`config.mk`:
```
export PLATFORM = sky130hd
export DESIGN_NAME = prpq_cell
export DESIGN_NICKNAME = d
export VERILOG_FILES = /design/src/rtl/prpq_pkg.sv /design/src/rtl/prpq_cell.sv
export SDC_FILE = /design/constraint.sdc
export NUM_CORES = 1
export LEC_CHECK = 0
export ABC_AREA = 1
export ABC_CLOCK_PERIOD_IN_PS = 11250
export BUFFER_PORTS_ARGS = -buffer_cell sky130_fd_sc_hd__buf_4
export CAP_MARGIN = 20
export CORE_AREA = 2 2 176 178
export CTS_BUF_LIST = sky130_fd_sc_hd__clkbuf_16
export CTS_CLUSTER_DIAMETER = 120
export DETAILED_ROUTE_END_ITERATION = 10
export DIE_AREA = 0 0 178 180
export PLACE_DENSITY = 0.58
export SLEW_MARGIN = 20
export SYNTH_ARGS = -nofsm -noshare
export SYNTH_HDL_FRONTEND = slang
export SYNTH_SLANG_ARGS = --single-unit
```
`constraint.sdc`:
```
create_clock -name clk -period 11.25 [get_ports clk]
set_input_delay 0.5625 -clock clk [delete_from_list [all_inputs] [get_ports clk]]
set_output_delay 0.5625 -clock clk [all_outputs]
set_load 0.005 [all_outputs]
```
`src/rtl/prpq_pkg.sv`:
```
`default_nettype none
// ----------------------------------------------------------------------------
// prpq_pkg
// Shared sizes, codes and types for the process ready priority queue.
// ----------------------------------------------------------------------------
package prpq_pkg;

  // Sizes
  localparam int QUEUE_DEPTH = 16;
  localparam int ID_BITS     = 8;
  localparam int TIME_BITS   = 32;
  localparam int IDX_BITS    = $clog2(QUEUE_DEPTH);
  localparam int CNT_BITS    = $clog2(QUEUE_DEPTH + 1);

  // Operation kinds
  localparam logic [1:0] KIND_INSERT = 2'd0;
  localparam logic [1:0] KIND_POP    = 2'd1;
  localparam logic [1:0] KIND_SETB   = 2'd2;
  localparam logic [1:0] KIND_ROTATE = 2'd3;

  // Order modes (the unused code behaves as FIFO)
  localparam logic [1:0] MODE_FIFO = 2'd0;
  localparam logic [1:0] MODE_FCFS = 2'd1;
  localparam logic [1:0] MODE_SRTF = 2'd2;

  // Result status
  localparam logic [1:0] STAT_OK    = 2'd0;
  localparam logic [1:0] STAT_EMPTY = 2'd1;
  localparam logic [1:0] STAT_FULL  = 2'd2;

  // Cell commands
  localparam logic [2:0] CELL_HOLD   = 3'd0;
  localparam logic [2:0] CELL_INSERT = 3'd1;
  localparam logic [2:0] CELL_POP    = 3'd2;
  localparam logic [2:0] CELL_SETB   = 3'd3;
  localparam logic [2:0] CELL_ROTATE = 3'd4;

  typedef struct packed {
    logic [ID_BITS-1:0]   id;
    logic [TIME_BITS-1:0] arrival;
    logic [TIME_BITS-1:0] burst;
  } rec_t;

  // Running best candidate of the search wave
  typedef struct packed {
    logic [IDX_BITS-1:0] idx;
    rec_t                rec;
  } wave_t;

  // Broadcast from the sequencer to every cell
  typedef struct packed {
    logic [2:0]          op;
    logic [IDX_BITS-1:0] target;
    rec_t                rec;
  } cell_cmd_t;

endpackage
`default_nettype wire

```
`src/rtl/prpq_cell.sv`:
```
`default_nettype none
// ----------------------------------------------------------------------------
// prpq_cell
// One queue slot: holds a record and passes the search wave to its neighbor.
// ----------------------------------------------------------------------------
module prpq_cell (
  input  wire                                clk,
  input  wire  [prpq_pkg::IDX_BITS-1:0]      idx,
  input  wire  [prpq_pkg::CNT_BITS-1:0]      occupancy,
  input  wire  [1:0]                         order_mode,
  input  wire  prpq_pkg::cell_cmd_t          cmd,
  input  wire  prpq_pkg::rec_t               next_rec,
  input  wire  prpq_pkg::rec_t               wrap_rec,
  input  wire  prpq_pkg::wave_t              prev_wave,
  output prpq_pkg::rec_t                     rec,
  output prpq_pkg::wave_t                    wave
);

  localparam int CW = prpq_pkg::CNT_BITS;

  logic            own_valid;
  logic            own_first;
  logic [prpq_pkg::TIME_BITS-1:0] own_key;
  logic [prpq_pkg::TIME_BITS-1:0] prev_key;
  logic            ordered;
  logic            own_before;
  prpq_pkg::wave_t wave_next;

  assign own_valid = CW'(idx) < occupancy;
  assign own_first = (idx == '0);
  assign ordered   = (order_mode == prpq_pkg::MODE_FCFS) ||
                     (order_mode == prpq_pkg::MODE_SRTF);

  // Pick the sort key for the current mode
  always_comb begin
    if (order_mode == prpq_pkg::MODE_FCFS) begin
      own_key  = rec.arrival;
      prev_key = prev_wave.rec.arrival;
    end else begin
      own_key  = rec.burst;
      prev_key = prev_wave.rec.burst;
    end
  end

  // This record beats the wave only when strictly ahead; ties go by lower id
  assign own_before = ordered &&
                      ((own_key < prev_key) ||
                       ((own_key == prev_key) && (rec.id < prev_wave.rec.id)));

  // Advance the wave by one cell
  always_comb begin
    wave_next = prev_wave;
    if (own_valid && (own_first || own_before)) begin
      wave_next.idx = idx;
      wave_next.rec = rec;
    end
  end

  always_ff @(posedge clk) begin
    wave <= wave_next;
  end

  // Update the held record
  always_ff @(posedge clk) begin
    unique case (cmd.op)
      prpq_pkg::CELL_INSERT: begin
        if (idx == cmd.target) rec <= cmd.rec;
      end
      prpq_pkg::CELL_POP: begin
        if (idx >= cmd.target) rec <= next_rec;
      end
      prpq_pkg::CELL_SETB: begin
        if (idx == cmd.target) rec.burst <= cmd.rec.burst;
      end
      prpq_pkg::CELL_ROTATE: begin
        if (idx == cmd.target) begin
          rec <= wrap_rec;
        end else if (idx < cmd.target) begin
          rec <= next_rec;
        end
      end
      default: begin
        rec <= rec;
      end
    endcase
  end

endmodule
`default_nettype wire

```
== After elaboration in Yosys (flattened, before gate mapping) ==
Cells that the tools add are included.
Storage, ports and cells
  flip-flop bits (word level): 148
  latch bits: 0
  RAM bits: 0
  bits in read-only memories: 0
  output and inout bits: 148
  logic and storage cells: 45
  memories kept: 0
Operators by class
  add/sub/neg operators: 0
  $mul: 0
  divide/modulo/power cells: 0
  magnitude comparators: 5
  equality and inequality tests: 12
  shift-type cells: 0
  muxes and demuxes: 10
  bitwise gates (word level): 0
  reduce and logical (&&, ||, !) cells: 11
Operator list (number)
  2-to-1 mux 72 bit: 4
  one-hot mux 32 bit (4 select lines): 1
  one-hot mux 40 bit (3 select lines): 1
  2-to-1 mux 32 bit: 3
  2-to-1 mux 76 bit: 1
  equality test 32 bit: 1
  less-than comparator 32 bit: 1
  less-than comparator 8 bit: 1
  equality test 3 x 2 -> 1 bit, second input constant: 2
  inequality test 2 bit, second input constant: 3
  less-than comparator 4 x 5 -> 1 bit: 1
  AND reduction 5 bit: 1
  equality test 4 bit: 1
  >= comparator 4 bit: 1
  zero test 4 bit: 1
  less-than comparator 4 bit: 1
  AND reduction 4 bit: 1
  nonzero test 4 bit: 1
  equality test 3 x 1 -> 1 bit, second input constant: 1
  equality test 3 bit, second input constant: 1
  logical AND 1 bit: 3
  logical OR 1 bit: 3
  inequality test 3 bit, second input constant: 1
  nonzero test 3 bit: 1
  other kinds (2): 2

== Depth between registers and ports, before layout ==
  depth after elaboration: 9
  mapped depth: 25
  mapped depth without buffers: 21

== Worst setup path before layout ==
Ideal clock, no wire load.
  path type: input -> register
  start: input cmd[75] (netlist bit)
  end: register rec[32] (netlist bit), enable pin
  arrival time: 4175 ps
  path slack: 6588 ps
  cell stages on the path: 9
  path buffers: 1
  path through: inv_1 -> ha_1 -> nand2_1 -> inv_1 -> nand3_1 -> clkbuf_1 -> nand3_1 -> nand2_1 -> nor3_1
Between the ends
  longest elaborated chain between the ends: 3
  elaborated cells between the ends (all ways): 7
RTL lines
  from (decl): line prpq_cell.sv:11  | input wire prpq_pkg::cell_cmd_t cmd,
  less-than comparator 4 bit, or another cell as far along: line prpq_cell.sv:78  | end else if (idx < cmd.target) begin
  inequality test 3 bit (no line) / inequality test 2 bit (equally long branches)
  AND reduction 4 bit (no line) (*)
  to (signal assigned): line prpq_cell.sv:77  | rec <= wrap_rec;
  to (signal assigned): line prpq_cell.sv:79  | rec <= next_rec;
  to (signal assigned): line prpq_cell.sv:83  | rec <= rec;
  to (decl): line prpq_cell.sv:15  | output prpq_pkg::rec_t rec,
Every way passes the cells marked *; elsewhere a longest branch is shown, timed or not.
A chain may end at the register's enable or synchronous reset.

==> reports/qor.json <==
{
  "sta": {
    "timing_worst_slew_pin_value_ns": 1.05,
    "final.setup_skew_ns": 0.0173,
    "timing_hold_violations_final": 0,
    "maxClockFrequency_mhz": 208,
    "slew_violations": 0,
    "final.setup.tns_ns": 0,
    "holdWs_ns": 0.334,
    "finalSetupViolCount": 0,
    "period_needed_ns": 4.80,
    "rsz0062_at_grt": "no",
    "max_slew_margin_pct": 29.8,
    "finalCritPeriodShare_pct": 42.7
  },
  "yosys": {
    "yosysWarnings": 0,
    "synth_sequential_area_ratio_pct": 42.2,
    "mappedNetlistNets": 1430,
    "top_cell_type_s_share_of_synthesized_area_pct": 24.8,
    "netlist_instances": 1072,
    "post_synth_num_cell_types": 29,
    "post_synth_main_area_contributors": "edfxtp_1, dfxtp_1, nand2_1",
    "post_synth_instance_area_um2": 8730,
    "ys.flop_type": "dfxtp_1",
    "syn_avg_cell_area_um2": 8.15,
    "ffs_w_async_s_r_synth_pct": 0,
    "yosys.area.top_type": "edfxtp_1",
    "synth-edff-count": 72,
    "synth.ff_latch_count": 148
  },
  "min_path": {
    "worstHoldPathType": "in2reg",
    "worst_hold_path_stage_count": 3
  },
  "final_layout": {
    "area_grow_syn2layout_pct": 49.7,
    "fraction_of_final_layout_cells_sized_beyond_drive_strength_1_pct": 36.4,
    "post_layout_nonfiller_instances": 1893,
    "num-nets-final": 1842,
    "fill_cells": 3008,
    "antennaDiodeCount": 0
  },
  "run_status": {
    "run_status": "finished clean"
  },
  "critical_path": {
    "crit_type": "in2reg",
    "worst_setup_path_end_kind": "register",
    "arrival_ns": 5.10,
    "critical_path_peak_fanout": 77,
    "r2r.worst_path.cells": 15,
    "cp.required_ns": 11.55,
    "crit_path_start_kind": "input pin"
  },
  "clocking": {
    "tritoncts": "done",
    "clk_latency_ns": 0.42,
    "cts_post_setup_buffers_inserted": 0,
    "clk_root_buffer_cell": "clkbuf_16",
    "htree_levels": 4,
    "clkSinkCount": 148,
    "postCtsResizedCells": 0,
    "clkTransAtPathRegs_ns": 0.07,
    "cts_hold_repair.buffers": 0,
    "clock_tree.buffer_depth": 2,
    "cts_buffers": 17
  },
  "pwr": {
    "power.static_leakage_uw": 0.00609,
    "ir_drop_mv": 0.0959,
    "power_uw": 1900,
    "power-per-cell-area_nw_per_um2": 146
  },
  "drt": {
    "initialDrtViolationCount": 514,
    "drt_pass1_iterations": 5,
    "drt-total-wl_um": 35900,
    "viasPerCell": 4.93,
    "route.detailed.wl_per_inst_um": 19.0,
    "ant_nets": 0,
    "drcViolationCount": 0,
    "dr_total_vias": 9326
  },
  "global_routing": {
    "grt_pass1_vias": 9221,
    "grt_max_degree": 78,
    "grt_first_pass_wirelength_um": 52900,
    "global_route.overflow_total": 0,
    "grt_antenna_before_repair": 2,
    "groute.usage.overall_pct": 21.6
  },
  "die": {
    "floorplan.rows": 64,
    "core_box_area_um2": 30200,
    "die_area_um2": 32000,
    "chipHeight_um": 180,
    "die_width_um": 178,
    "top_level_ports": 459,
    "initial_utilization_pct": 28.9
  },
  "placement": {
    "io_buffers": 458,
    "placed_cell_count": 1861,
    "dp.final_hpwl_um": 27200,
    "gp_congestion": 0.839
  },
  "flow_run": {
    "timing.max_cap.violations": 0
  }
}
[report_power, final]
part | switching (uW) | internal (uW)
Combinational | 286 | 286
Sequential | 56.1 | 671
Clock | 242 | 362
Total | 584 | 1320
[path summary, 6_finish.rpt]
kind	end	from	slack (ns)
worst max-delay path	wave[34]	order_mode[1]	6.45
worst min-delay path	wave[66]	prev_wave[66]	0.33
worst max register to register	wave[34]	rec[63]	7.35
worst min register to register	wave[19]	rec[19]	0.53
[cell usage in the layout, fill, tap and decap left out]
cell,count
bufinv_16,3
inv_4,1
mux2i_1,32
o21bai_1,1
nand3b_1,1
a21oi_1,16
ha_1,46
a21o_1,1
a221oi_1,1
clkinv_4,2
nand3_4,2
clkinv_2,2
nand3_1,156
o21bai_4,1
nor2_1,81
nand2_2,1
inv_2,3
clkinvlp_4,1
buf_4,469
clkbuf_16,18
nand2_4,2
dfxtp_1,76
o21a_1,4
inv_1,38
ha_4,1
inv_6,2
nor3_2,4
o211ai_1,72
o21ai_0,76
edfxtp_1,72
nor3_1,4
nand2_1,274
nor3_4,1
mux2_2,32
and3_1,1
[registers in the layout, summed over array words and instances, names as in the netlist]
signal / count
wave: 76
rec: 72
[kinds of logic after synthesis]
group,count (synthesis),synth area share (%)
AOI/OAI and AO/OA,172,12.3
adders and majority gates,47,6.73
buffers and inverters,114,5.53
DFF,148,42.2
muxes,64,7.79
and+or+nand+nor,527,25.5
[synthesized netlist by cell type, types with 6 or more instances]
cell type	number
nand3_1	158
nor3_1	6
a21oi_1	16
nand2_1	274
nor2_1	81
mux2i_1	32
buf_2	11
buf_1	11
dfxtp_1	76
clkbuf_1	44
o211ai_1	72
mux2_2	32
o21ai_0	76
inv_1	36
buf_4	9
edfxtp_1	72
ha_1	47
[worst max-delay path: stages]
cell,delay (ns)
buf_4,0.10
inv_1,0.08
ha_4,0.78
mux2_2,0.43
ha_1,0.29
nand2_1,0.07
nor2_1,0.19
nand2_1,0.09
inv_1,0.07
nand2_1,0.06
nor3_2,0.23
nand3_1,0.11
nand2_1,0.09
nand2_2,0.06
nand2_4,0.65
nand2_4,0.73
nand2_1,0.22
nand2_1,0.08
[metrics by stage]
step | worst slack [ns] | instance area [um^2] | util, %
final | 6.45 | 13100 | 43.3
after global routing | 5.93 | 13100 | 43.3
after CTS | 6.40 | 13100 | 43.3
after detailed placement | 5.95 | 12500 | 41.3
after global placement | 6.02 | 12500 | 41.3
after floorplan | 6.59 | 8730 | -
[layout make-up]
type                       instances  area (um^2)  area share (%)
multi-input combinational        810         4620            35.3
timing repair buffer             469         3520            26.9
clock buffer                      18          450            3.44
tap                              396          495            3.79
clock inverter                    14          160            1.22
sequential                       148         3680            28.2
inverter                          38          143            1.09
[metal layers]
metal / GRT usage (%) / up-vias / part of all wire [%]
met3: 5.12 / 61 / 7.4
met2: 37.5 / 408 / 49
met5: 0 / - / 0.081
met4: 7.61 / 4 / 2.9
li1: - / 4546 / -
met1: 25.8 / 4307 / 41
Note: power is estimated with default switching activity, not from simulation.
